--- src/rtl/bdhr_pkg.sv ---
// Shared types and constants for the button debounce, hold and repeat block.
package bdhr_pkg;

    localparam int TICK_W  = 32;
    localparam int LEVEL_W = 3;
    localparam int CFG_W   = 16;
    localparam int EVT_W   = 2;
    localparam int ADDR_W  = 2;

    localparam logic [CFG_W-1:0] DEBOUNCE_RST = 16'd20;
    localparam logic [CFG_W-1:0] HOLD_RST     = 16'd1000;
    localparam logic [CFG_W-1:0] REPEAT_RST   = 16'd50;

    localparam logic [EVT_W-1:0] EVT_NONE = 2'd0;

    typedef enum logic [ADDR_W-1:0] {
        REG_DEBOUNCE = 2'd0,
        REG_HOLD     = 2'd1,
        REG_REPEAT   = 2'd2
    } t_reg_idx;

    typedef struct packed {
        logic [CFG_W-1:0] debounce_ms;
        logic [CFG_W-1:0] hold_ms;
        logic [CFG_W-1:0] repeat_ms;
    } t_cfg;

endpackage

--- src/rtl/bdhr_lane.sv ---
// Per-button lane: debounce, long-hold and repeat checks with the button's own state.
module bdhr_lane (
    input  logic                        i_clk,
    input  logic                        i_rst_n,
    input  logic [bdhr_pkg::TICK_W-1:0] i_now,
    input  logic                        i_level,
    input  bdhr_pkg::t_cfg              i_cfg,
    input  logic                        i_commit,
    output logic                        o_fire
);
    import bdhr_pkg::*;

    logic              r_stable, n_stable;
    logic              r_held, n_held;
    logic [TICK_W-1:0] r_last, n_last;
    logic [TICK_W-1:0] r_press, n_press;
    logic [TICK_W-1:0] since_last;
    logic [TICK_W-1:0] since_press;

    assign since_last  = i_now - r_last;
    assign since_press = i_now - r_press;

    always_comb begin
        n_stable = r_stable;
        n_held   = r_held;
        n_last   = r_last;
        n_press  = r_press;
        o_fire   = 1'b0;
        if (i_level != r_stable) begin
            if (since_last > TICK_W'(i_cfg.debounce_ms)) begin
                n_last   = i_now;
                n_stable = i_level;
                n_held   = 1'b0;
                if (!i_level) begin
                    n_press = i_now;
                    o_fire  = 1'b1;
                end
            end
        end else if (!i_level) begin
            if (!r_held) begin
                if (since_press > TICK_W'(i_cfg.hold_ms)) begin
                    n_held = 1'b1;
                    n_last = i_now;
                    o_fire = 1'b1;
                end
            end else if (since_last > TICK_W'(i_cfg.repeat_ms)) begin
                n_last = i_now;
                o_fire = 1'b1;
            end
        end
    end

    always_ff @(posedge i_clk) begin
        if (!i_rst_n) begin
            r_stable <= 1'b1;
            r_held   <= 1'b0;
            r_last   <= '0;
            r_press  <= '0;
        end else if (i_commit) begin
            r_stable <= n_stable;
            r_held   <= n_held;
            r_last   <= n_last;
            r_press  <= n_press;
        end
    end

endmodule

--- src/rtl/bdhr_merge.sv ---
// Priority merge: picks the first lane with an event and marks which lanes may update.
module bdhr_merge #(
    parameter int NUM_BUTTONS = 3
) (
    input  logic [NUM_BUTTONS-1:0]      i_fire,
    output logic [NUM_BUTTONS-1:0]      o_examine,
    output logic [bdhr_pkg::EVT_W-1:0]  o_code
);
    import bdhr_pkg::*;

    logic seen;

    always_comb begin
        seen   = 1'b0;
        o_code = EVT_NONE;
        for (int i = 0; i < NUM_BUTTONS; i++) begin
            o_examine[i] = ~seen;
            if (!seen && i_fire[i]) begin
                o_code = EVT_W'(i + 1);
            end
            seen = seen | i_fire[i];
        end
    end

endmodule

--- src/rtl/button_debounce_hold_repeat.sv ---
// Top level of the button debounce, long-hold and auto-repeat block.
//
// Input stream: each transaction is one poll. tdata carries the current
// 32-bit millisecond tick and the raw active-low levels of the middle, left
// and right buttons. Output stream: one transaction per poll, carrying the
// event code (0 none, 1 middle, 2 left, 3 right).
// Every button has its own lane that runs all checks in parallel; a priority
// merge reports the first lane with an event and lets only the lanes up to
// and including it update their state.
// The result is registered. Throughput is one poll per cycle while results
// are read, set by the single output register.
// A poll is accepted whenever the output register is empty or is being read
// in the same cycle, so a stalled receiver holds back the input after one
// result is waiting.
// Reset restores the timing registers to 20, 1000 and 50 ticks, marks every
// button released with zeroed times, and empties the output register.
// Configuration writes are taken at once while the block is idle.
module button_debounce_hold_repeat #(
    parameter int NUM_BUTTONS = 3
) (
    input  logic                        i_clk,
    input  logic                        i_rst_n,
    input  logic                        i_s_axis_tvalid,
    output logic                        o_s_axis_tready,
    // [31:0] now_ms, [34:32] button_levels, [39:35] zero
    input  logic [39:0]                 i_s_axis_tdata,
    output logic                        o_m_axis_tvalid,
    input  logic                        i_m_axis_tready,
    // [1:0] event_button, [7:2] zero
    output logic [7:0]                  o_m_axis_tdata,
    input  logic                        i_cfg_we,
    input  logic [bdhr_pkg::ADDR_W-1:0] i_cfg_addr,
    input  logic [bdhr_pkg::CFG_W-1:0]  i_cfg_wdata
);
    import bdhr_pkg::*;

    t_cfg              r_cfg;
    logic              r_out_valid;
    logic [EVT_W-1:0]  r_out_code;
    logic              accept;
    logic [TICK_W-1:0] now;
    logic [LEVEL_W-1:0] levels;
    logic [NUM_BUTTONS-1:0] fire;
    logic [NUM_BUTTONS-1:0] examine;
    logic [EVT_W-1:0]  code;

    assign now    = i_s_axis_tdata[TICK_W-1:0];
    assign levels = i_s_axis_tdata[TICK_W+LEVEL_W-1:TICK_W];

    assign o_s_axis_tready = ~r_out_valid | i_m_axis_tready;
    assign accept          = i_s_axis_tvalid & o_s_axis_tready;

    always_ff @(posedge i_clk) begin
        if (!i_rst_n) begin
            r_cfg.debounce_ms <= DEBOUNCE_RST;
            r_cfg.hold_ms     <= HOLD_RST;
            r_cfg.repeat_ms   <= REPEAT_RST;
        end else if (i_cfg_we) begin
            unique case (i_cfg_addr)
                REG_DEBOUNCE: r_cfg.debounce_ms <= i_cfg_wdata;
                REG_HOLD:     r_cfg.hold_ms     <= i_cfg_wdata;
                REG_REPEAT:   r_cfg.repeat_ms   <= i_cfg_wdata;
                default: ;
            endcase
        end
    end

    for (genvar g = 0; g < NUM_BUTTONS; g++) begin : g_lane
        logic level;
        if (g < LEVEL_W) begin : g_wired
            assign level = levels[g];
        end else begin : g_absent
            assign level = 1'b1;
        end
        bdhr_lane u_lane (
            .i_clk    (i_clk),
            .i_rst_n  (i_rst_n),
            .i_now    (now),
            .i_level  (level),
            .i_cfg    (r_cfg),
            .i_commit (accept & examine[g]),
            .o_fire   (fire[g])
        );
    end

    bdhr_merge #(
        .NUM_BUTTONS (NUM_BUTTONS)
    ) u_merge (
        .i_fire    (fire),
        .o_examine (examine),
        .o_code    (code)
    );

    always_ff @(posedge i_clk) begin
        if (!i_rst_n) begin
            r_out_valid <= 1'b0;
        end else if (accept) begin
            r_out_valid <= 1'b1;
        end else if (i_m_axis_tready) begin
            r_out_valid <= 1'b0;
        end
    end

    always_ff @(posedge i_clk) begin
        if (accept) begin
            r_out_code <= code;
        end
    end

    assign o_m_axis_tvalid = r_out_valid;
    assign o_m_axis_tdata  = {{(8-EVT_W){1'b0}}, r_out_code};

endmodule
--- config.mk ---
export PLATFORM = sky130hd
export DESIGN_NAME = button_debounce_hold_repeat
export DESIGN_NICKNAME = d
export VERILOG_FILES = /design/src/rtl/bdhr_pkg.sv /design/src/rtl/bdhr_lane.sv /design/src/rtl/bdhr_merge.sv /design/src/rtl/button_debounce_hold_repeat.sv
export SDC_FILE = /design/constraint.sdc
export NUM_CORES = 1
export LEC_CHECK = 0
export BUFFER_PORTS_ARGS = -buffer_cell sky130_fd_sc_hd__buf_2
export CAP_MARGIN = 20
export CORE_MARGIN = 1.5
export CORE_UTILIZATION = 40
export CTS_CLUSTER_SIZE = 28
export DETAILED_ROUTE_END_ITERATION = 10
export MAX_ROUTING_LAYER = met4
export SYNTH_ARGS = -nofsm -noshare
export SYNTH_HDL_FRONTEND = slang
export SYNTH_SLANG_ARGS = --single-unit
export TNS_END_PERCENT = 5
--- constraint.sdc ---
create_clock -name i_clk -period 5.8 [get_ports i_clk]
set_clock_uncertainty 0.2 [all_clocks]
set_input_delay 0.58 -clock i_clk [delete_from_list [all_inputs] [get_ports i_clk]]
set_output_delay 0.58 -clock i_clk [all_outputs]
set_load 0.01 [all_outputs]
Yosys cells after proc, flatten, opt, wreduce, memory -nomap -nowiden

Cells that the tools add are included.

Bits in registers: 249
Input bits: 63
Output and inout bits: 10
Word-level logic and storage cells: 138

Add/sub/neg operators: 6
$lt $le $gt $ge: 9
Eq/ne operators: 14
Multiplexer cells: 55
Bitwise gates (word level): 11
Reduce and logical (&&, ||, !) cells: 25

Operator list:

| operator                                       | count |
|---|---|
| 2-to-1 mux 32 bit                              | 18 |
| > comparator 32 x 16 -> 1 bit                  | 9 |
| subtractor 32 bit                              | 6 |
| 2-to-1 mux 1 bit                               | 37 |
| AND reduction 3 bit                            | 6 |
| AND reduction 5 bit                            | 3 |
| AND reduction 4 bit                            | 3 |
| != test 3 bit (second input constant)          | 3 |
| nonzero test 3 bit                             | 3 |
| != test 2 x 1 -> 1 bit (second input constant) | 3 |
| != test 2 bit (second input constant)          | 3 |
| NOT 1 bit                                      | 6 |
| AND reduction 2 bit                            | 3 |
| bitwise AND 1 bit                              | 3 |
| != test 1 bit                                  | 3 |
| == test 2 x 1 -> 1 bit (second input constant) | 1 |
| == test 2 bit (second input constant)          | 1 |
| logical AND 1 bit                              | 2 |
| zero test 1 bit                                | 2 |
| zero test 2 bit                                | 1 |
| OR 1 bit                                       | 2 |
| nonzero test 2 bit                             | 1 |
| OR reduction 2 bit                             | 1 |

Depth between registers and ports, before layout

Gate-level depths: netlist of run 1.

Word-level depth: 10
Mapped depth: 26
Mapped depth without buffers: 24

Modules after synthesis

A second synthesis of run 1 with hierarchy kept.

Cell total of the unflattened synthesis: 3402
Area total of the unflattened synthesis: 26437.9 um^2

By module, submodules not included:

| module                            | times used | cells an instance | area an instance (um^2) | seq. area each (um^2) |
|---|---|---|---|---|
| bdhr_lane at g_lane[1].u_lane ... | 2          | 1057              | 8180.3                  | 1321.3 |
| bdhr_lane at g_lane[0].u_lane     | 1          | 1074              | 7982.7                  | 1321.3 |
| button_debounce_hold_repeat       | 1          | 206               | 2059.5                  | 1041.0 |
| bdhr_merge                        | 1          | 8                 | 35.0                    | 0.0 |

Least setup slack after synthesis of run 1

Ideal clock, no wire load.

Path kind: in2reg
Start: input i_s_axis_tdata[0]
End: register g_lane[2].u_lane.r_press[10]
Library setup time: 0.072 ns
Arrival time: 5.066 ns
Data required time: 5.528 ns
Path slack: 0.462 ns
Stages on the path: 23
Buffers on the path: 1
Path through: inv_1 -> ha_1 -> nand2b_1 -> a21oi_1 -> nor2_1 -> a21oi_1 -> a21o_1 -> a21oi_1 -> xnor2_1 -> ha_1 -> a21o_1 -> a21o_1 -> a21o_1 -> a21o_1 -> a211o_1 -> a221o_1 -> a21oi_1 -> nor4b_2 -> o221a_2 -> o221ai_2 -> nor3_4 -> buf_8 -> mux2i_1

Word-level cells in the longest chain between the ends: 10
Elaborated cells on any way between the ends: 28
Classes of those cells: add/sub (5); order compare (7); mux (12); bitwise (3); reduce/logical (1)

Ends and longest elaborated chain:

| item                                                    | RTL line                          | RTL |
|---|---|---|
| from (decl)                                             | button_debounce_hold_repeat.sv:26 | `input logic [39:0] i_s_axis_tdata,` |
| subtractor 32 bit, on equally long branches             | bdhr_lane.sv:21, bdhr_lane.sv:20  |  |
| > comparator 32 x 16 -> 1 bit, on equally long branches | bdhr_lane.sv:41, bdhr_lane.sv:46  |  |
| 2-to-1 mux 1 bit, on equally long branches              | bdhr_lane.sv:41, bdhr_lane.sv:46  |  |
| 2-to-1 mux 1 bit                                        | bdhr_lane.sv:40                   | `if (!r_held) begin` |
| 2-to-1 mux 1 bit                                        | bdhr_lane.sv:39                   | `end else if (!i_level) begin` |
| 2-to-1 mux 1 bit                                        | bdhr_lane.sv:29                   | `if (i_level != r_stable) begin` |
| OR 1 bit                                                | bdhr_merge.sv:21                  | `seen = seen \| i_fire[i];` |
| NOT 1 bit                                               | bdhr_merge.sv:17                  | `o_examine[i] = ~seen;` |
| bitwise AND 1 bit                                       | button_debounce_hold_repeat.sv:81 | `.i_commit (accept & examine[g]),` |
| AND reduction 4 bit (no line) *                         | n/a                               |  |
| to (signal assigned)                                    | bdhr_lane.sv:63                   | `r_press <= n_press;` |
| to (decl)                                               | bdhr_lane.sv:16                   | `logic [TICK_W-1:0] r_press, n_press;` |

Every way passes the cells marked *; elsewhere a longest branch is shown, timed or not.
A chain may end at the register's enable or synchronous reset.

Worst setup path in the final report of run 1

Start: register g_lane[1].u_lane.r_press[0]
End: register g_lane[2].u_lane.r_last[3]

Word-level cells in the longest chain between the ends: 10

Ends and longest elaborated chain:

| item                          | RTL line                          | RTL |
|---|---|---|
| from (decl)                   | bdhr_lane.sv:16                   |  |
| from (signal assigned)        | bdhr_lane.sv:63                   |  |
| subtractor 32 bit             | bdhr_lane.sv:21                   | `assign since_press = i_now - r_press;` |
| > comparator 32 x 16 -> 1 bit | bdhr_lane.sv:41                   | `if (since_press > TICK_W'(i_cfg.hold_ms)) begin` |
| 2-to-1 mux 1 bit              | bdhr_lane.sv:41                   |  |
| 2-to-1 mux 1 bit              | bdhr_lane.sv:40                   |  |
| 2-to-1 mux 1 bit              | bdhr_lane.sv:39                   |  |
| 2-to-1 mux 1 bit              | bdhr_lane.sv:29                   |  |
| OR 1 bit                      | bdhr_merge.sv:21                  |  |
| NOT 1 bit                     | bdhr_merge.sv:17                  |  |
| bitwise AND 1 bit             | button_debounce_hold_repeat.sv:81 |  |
| AND reduction 5 bit (no line) | n/a                               |  |
| to (signal assigned)          | bdhr_lane.sv:62                   | `r_last <= n_last;` |
| to (decl)                     | bdhr_lane.sv:15                   | `logic [TICK_W-1:0] r_last, n_last;` |

No other way between the ends.

==> results.toml, run 1 <==
[detailed_routing]
drt-pass1-iter-count = 6
first_iter_violations = 2009
antenna_left = 0
vias_per_cell = 5.53
via_count = 24100
post-route-drc-count = 0
wl_per_cell_um = 19.0
wirelength_um = 82600

[synth]
ys_types = 97
synth_flop_cell = "dfxtp_1"
synthArstFlopShare = 0
synth_area_sq_um = 25000
ys_seq_area_frac = 0.200
synth_enable_flop_cells = 2
ys_ff_latch = 249
synth.avg_cell_area_sq_um = 7.70
synthCells = 3242
yosysWarnings = 0

[floorplanning]
rows = 91
io_pins = 73
fp.coreArea_sq_um = 61700
die_w_um = 253
start_util = 0.405
dieArea_sq_um = 63900
die_y_um = 253

[hold_path]
hp-class = "input port to register"
hold_start = "i_s_axis_tvalid"
whs_endpoint = "o_m_axis_tvalid"
worstHoldPathCells = 3

[sta]
tns_ns = 0
slew_headroom = 0.357
period_share = 0.959
period_minus_slack_ns = 5.56
finalMaxSlewViolations = 0
setup_violations = 0
hold_violations = 0
fmax_ghz = 0.180
worstMarginPinSlew_ns = 0.952

[worst_setup_path]
r2r_start = "g_lane[1].u_lane.r_press[0]"
crit_path_start_kind = "register"
path_max_fanout = 8
crit_required_ns = 6.11
r2r_end = "g_lane[2].u_lane.r_last[3]"
end_kind = "register"
cp.arrival_ns = 5.88
regToRegSetupSlack_ns = 0.24
crit_type = "register to register"
rr_worst_depth = 21

[clock_tree]
cts_root_buf = "clkbuf_16"
holdBufCountCts = 0
clk-insertion-delay-late_ns = 0.59
cts_made_buffers = 31
clk_pin_slew_ns = 0.06
clockBufferDepth = 3
clock_sinks = 249
cts_tree = "built"
htreeDepth = 1

[layout]
final_net_count = 3893
drive_above_1_share = 0.135
area_delta_synth_final_pct = 17.1
finalInstanceArea_sq_um = 29300

[placed_design]
dp_hpwl_um = 66100
port-buffer-count = 61
placed_area_sq_um = 27900
place.gp.congestion = 0.979

[grt]
grt_max_degree = 142
grt.total_usage = 0.258
globalRoute.totalOverflow = 0
grt_pass1_vias = 22200
antenna_found_initial = 1
grt_pass1_wl_um = 126000

[power]
leakage_nw = 11.9
ir_worst_vdd_v = 0.000190
powerDensity_nw_per_um2 = 214
total_power_w = 0.00626

[run_status]
outcome = "finished clean"

[job]
drv_cap = 0
==> power breakdown <==
part           switching [W]  internal (W)
Combinational        0.00146       0.00108
Clock               0.000843       0.00106
Sequential         0.0000377       0.00178
Total                0.00234       0.00392
==> cell type report <==
cell class	instances	area [sq um]
fill	6280	32500
multi-input combinational	2572	18500
sequential	249	5010
timing repair buffer	341	2630
inverter	296	1110
tap	837	1050
clock buffer	37	828
clock inverter	18	140
antenna	1	2.50
==> cell families after synthesis <==
group / after synthesis / synth area share
xor gates and xnor gates: 125 / 0.0438
adders and majority gates: 339 / 0.172
and+or+nand+nor: 1029 / 0.203
buffers and inverters: 426 / 0.0691
DFF: 249 / 0.200
AOI/OAI and AO/OA: 860 / 0.226
other: 1 / 0.000150
muxes: 213 / 0.0856
==> layer usage <==
layer / share of wire / GRT usage / vias to the layer above
li1: - / - / 12100
met5: 0 / - / -
met2: 0.44 / 0.405 / 689
met4: 0.036 / 0.0818 / 0
met3: 0.055 / 0.0242 / 117
met1: 0.47 / 0.348 / 11100
==> what timing repair did <==
item	4_1_cts	5_1_grt
buffers inserted	0	7
gates resized for setup	0	44
hold endpoints to repair	0	0
endpoints found under the setup margin	0	164
==> cell usage in the layout, fill, tap and decap left out, drive strengths merged, types with 12 or more instances in the layout <==
cell,Yosys,final
a2111oi,13,13
a211o,12,12
a211oi,31,31
a21boi,51,51
a21o,69,69
a21oi,260,260
a31oi,26,26
and2,15,15
and3,26,26
buf,39,338
clkbuf,91,40
dfxtp,247,247
ha,333,333
inv,296,298
mux2i,208,208
nand2,400,400
nand2b,36,36
nand3,59,59
nand4,79,79
nor2,151,151
nor2b,118,118
nor3,53,53
nor4,21,21
o211ai,53,53
o21a,34,34
o21ai,164,164
o21bai,21,21
or3,15,15
xnor2,78,78
xor2,47,47
==> synth_stat cells, types with 21 or more instances <==
master,count,share of area
inv_1,296,0.044
o21ai_0,138,0.028
a21o_1,69,0.021
nor3_1,51,0.010
nor2b_1,118,0.030
a211oi_1,30,0.0090
nor2_1,151,0.023
ha_1,333,0.17
and3_1,26,0.0065
nand3_1,59,0.012
o21bai_1,21,0.0063
nand4_1,79,0.020
o211ai_1,51,0.015
a31oi_1,26,0.0065
xor2_1,47,0.016
mux2i_1,208,0.083
o21a_1,34,0.010
a21boi_0,51,0.015
clkbuf_1,91,0.014
o21ai_1,23,0.0046
nand2_1,400,0.060
dfxtp_1,247,0.20
buf_2,21,0.0042
nand2b_1,36,0.0090
xnor2_1,78,0.027
a21oi_1,258,0.052
==> critical path, stage by stage, from the launching register on <==
cell and delay, ns:
dfxtp_1 0.32, ha_1 0.20, fa_1 0.38, nor2b_1 0.22, o2111ai_2 0.21, a21oi_2 0.24
o21ai_1 0.11, nand2_1 0.10, xor2_1 0.07, ha_1 0.29, nand4_1 0.14, nor4_2 0.34
a32oi_1 0.21, nor4_1 0.30, nand4_1 0.16, or3_1 0.44, o41ai_4 0.42, o221ai_4 0.20
nor3b_4 0.36, buf_6 0.19, buf_8 0.18, mux2i_1 0.19
==> state kept, by name, summed over array words and instances, names as in the netlist <==
register	count
r_cfg	48
o_m_axis_tvalid	1
g_lane.u_lane.r_press	96
g_lane.u_lane.r_stable	3
g_lane.u_lane.r_last	96
r_out_code	2
g_lane.u_lane.r_held	3
==> through the flow <==
| step | setup WS, ns | hold WS, ns | instances | util |
|---|---|---|---|---|
| 2_1_floorplan | 0.462 | 0.235 | 3247 | - |
| 3_3_place_gp | -0.275 | 0.242 | 4284 | 0.453 |
| 3_5_place_dp | -0.377 | 0.248 | 4284 | 0.453 |
| 4_1_cts | 0.0390 | 0.0197 | 4339 | 0.468 |
| 5_1_grt | -0.0432 | 0.0473 | 4351 | 0.474 |
| 6_report | 0.237 | 0.0527 | 4351 | 0.474 |
==> how the worst max path moves through the flow <==
stage / from / endpoint / slack, ns
6_report: g_lane[1].u_lane.r_press[0] / g_lane[2].u_lane.r_last[3] / 0.24
5_1_grt: g_lane[1].u_lane.r_press[0] / g_lane[2].u_lane.r_last[24] / -0.04
4_1_cts: g_lane[0].u_lane.r_press[1] / g_lane[2].u_lane.r_last[5] / 0.04
3_5_place_dp: i_s_axis_tdata[0] / g_lane[2].u_lane.r_last[0] / -0.38
3_3_place_gp: i_s_axis_tdata[0] / g_lane[2].u_lane.r_last[9] / -0.28
2_1_floorplan: i_s_axis_tdata[0] / g_lane[2].u_lane.r_press[10] / 0.46
(Power assumes the default switching activity.)
==> run 2: changes to the inputs <==
==> constraint.sdc (replaced) <==
create_clock -name i_clk -period 5.8 [get_ports i_clk]
set_clock_uncertainty 0.2 [all_clocks]
set_input_delay 0.87 -clock i_clk [delete_from_list [all_inputs] [get_ports i_clk]]
set_output_delay 0.87 -clock i_clk [all_outputs]
set_load 0.01 [all_outputs]
==> run 2 against run 1 <==
Compared with the run above:
- total power up 7.7%
- cell count up 2.4%
- global-route usage up 1.3 points
- flip-flop and latch count unchanged
- first-iteration DRC count down 2.6%
- combinational power up 6%
- sequential share of layout area down 0.63 points
- via count up 2.0%
- clock-buffer cell count up 1
- core utilization up 1.8 points
==> results.toml, run 2 (synthesis gave the netlist of run 1 again) <==
[sta]
period_share = 0.981
period_minus_slack_ns = 5.69
worstMarginPinSlew_ns = 0.769
rsz0062_at_grt = "true"
setup_violations = 0
slew_headroom = 0.487
whs_ns = 0.255
hold_violations = 0
fmax_ghz = 0.176
finalMaxSlewViolations = 0
worst_slack_ns = 0.110

[grt]
grt_pass1_vias = 22400
grt_max_degree = 122
globalRoute.totalOverflow = 0
grt.total_usage = 0.271
antenna_found_initial = 1
grt_pass1_wl_um = 131000

[worst_setup_path]
cp.arrival_ns = 6.00
r2r_start = "g_lane[0].u_lane.r_last[1]"
r2r_end = "g_lane[2].u_lane.r_last[17]"
crit_required_ns = 6.11
crit_buf_inv = 6
regToRegSetupSlack_ns = 0.36
max_stage_delay_ns = 0.42
rr_worst_depth = 26
crit_type = "input port to register"
critical-path-top-delay-family = "simple AND/OR/NAND/NOR gates"
path_max_fanout = 8
cpMaxStageDelayCell = "or3_4"
crit_path_start_kind = "input port"
end_kind = "register"

[layout]
final_cell_mix = "nand2_1 (399), buf_4 (368), ha_1 (329), inv_1 (295), dfxtp_1 (247)"
final_net_count = 3996
drive_above_1_share = 0.166
area_delta_synth_final_pct = 21.5
nFillCells = 6168
final_common_cell = "nand2_1"
largestRegisters = "g_lane.u_lane.r_last: 96 flops, g_lane.u_lane.r_press: 96 flops, r_cfg: 48 flops"
fin_cells = 4456

[clock_tree]
holdBufCountCts = 0
clk-insertion-delay-late_ns = 0.59
cts_root_buf = "clkbuf_16"
htreeDepth = 1
cts_tree = "built"
clockBufferDepth = 3
clock_sinks = 249
cts_made_buffers = 31
clk_pin_slew_ns = 0.06

[placed_design]
dp_hpwl_um = 69600
pre_cts_slack_ns = -0.857
dp_cells = 4381
port-buffer-count = 61
place.gp.congestion = 0.990

[floorplanning]
rows = 91
start_util = 0.405
dieArea_sq_um = 63900
die_y_um = 253
io_pins = 73
fp.coreArea_sq_um = 61700
die_w_um = 253

[power]
powerDensity_nw_per_um2 = 222
leakage_nw = 12.5
ir_worst_vdd_v = 0.000208

[detailed_routing]
vias_per_cell = 5.51
post-route-drc-count = 0
wl_per_cell_um = 19.4
wirelength_um = 86400
first_iter_violations = 1957
via_count = 24600
antenna_left = 0
drt-pass1-iter-count = 6

[job]
drv_cap = 0

[hold_path]
hp-class = "register to register"
whs_endpoint = "g_lane[2].u_lane.r_press[8]"
worstHoldPathCells = 2
hold_start = "g_lane[2].u_lane.r_press[8]"

[run_status]
outcome = "finished clean"
## run 2: cell count changes in the layout (fill, tap and decap cells not counted), sizes merged
cell      change
clkinv        -5
clkinvlp      -2
inv           +1
buf         +104
bufinv        +7
## run 2: area by class of cell
class                      instances  area [sq um]  area share
clock inverter                    19           323      0.0106
multi-input combinational       2572         18700       0.615
inverter                         296          1110      0.0367
clock buffer                      38           842      0.0277
sequential                       249          5000       0.165
tap                              837          1050      0.0345
antenna                            1          2.50   0.0000824
timing repair buffer             444          3350       0.110
## run 2: stage by stage
stage | total power, W | TNS, ns | instance area, sq um | utilization
after floorplan | 0.00345 | 0 | 25000 | -
after global placement | 0.00439 | -98.08 | 28600 | 0.464
after detailed placement | 0.00439 | -118.45 | 28600 | 0.464
after CTS | 0.00669 | 0 | 30000 | 0.485
after global routing | 0.00713 | -0.644 | 30400 | 0.492
final | 0.00675 | 0 | 30400 | 0.492
## run 2: worst max path at each step
stage / slack, ns / endpoint / start / depth (start not counted)
2_1_floorplan: 0.17 / g_lane[2].u_lane.r_press[10] / i_s_axis_tdata[0] / 23
3_3_place_gp: -0.72 / g_lane[2].u_lane.r_last[13] / i_s_axis_tdata[0] / 25
3_5_place_dp: -0.86 / g_lane[2].u_lane.r_last[13] / i_s_axis_tdata[0] / 22
4_1_cts: 0.0006 / g_lane[2].u_lane.r_last[11] / i_s_axis_tdata[0] / 29
5_1_grt: -0.04 / g_lane[2].u_lane.r_press[21] / i_s_axis_tdata[0] / 26
6_report: 0.11 / g_lane[2].u_lane.r_last[17] / i_s_axis_tdata[0] / 25
## run 2: timing repair
action / CTS / global route
pin swaps: 10 / 43
gates resized for setup: 21 / 62
cloned: 2 / 0
setup endpoints to repair: 99 / 164
setup buffers: 4 / 9
## run 2: tightest hold or removal path, delay by kind of cell, from the launching register on
| family | cells | cell delay, ns |
|---|---|---|
| simple gates | 1 | 0.05 |
| flops | 1 | 0.31 |
| mux | 1 | 0.05 |
## run 2: power by group
part,total [W],internal [W],switching (W)
Clock,0.00225,0.00139,0.000863
Sequential,0.00182,0.00178,0.0000378
Combinational,0.00268,0.00116,0.00151
Total,0.00675,0.00433,0.00242
## run 2: per-layer routing
layer | track usage | wire, um | vias to the layer above
li1 | - | - | 12400
met1 | 0.365 | 40600 | 11400
met2 | 0.413 | 37400 | 660
met3 | 0.0248 | 4270 | 134
met4 | 0.113 | 4110 | 0
met5 | - | 0 | -
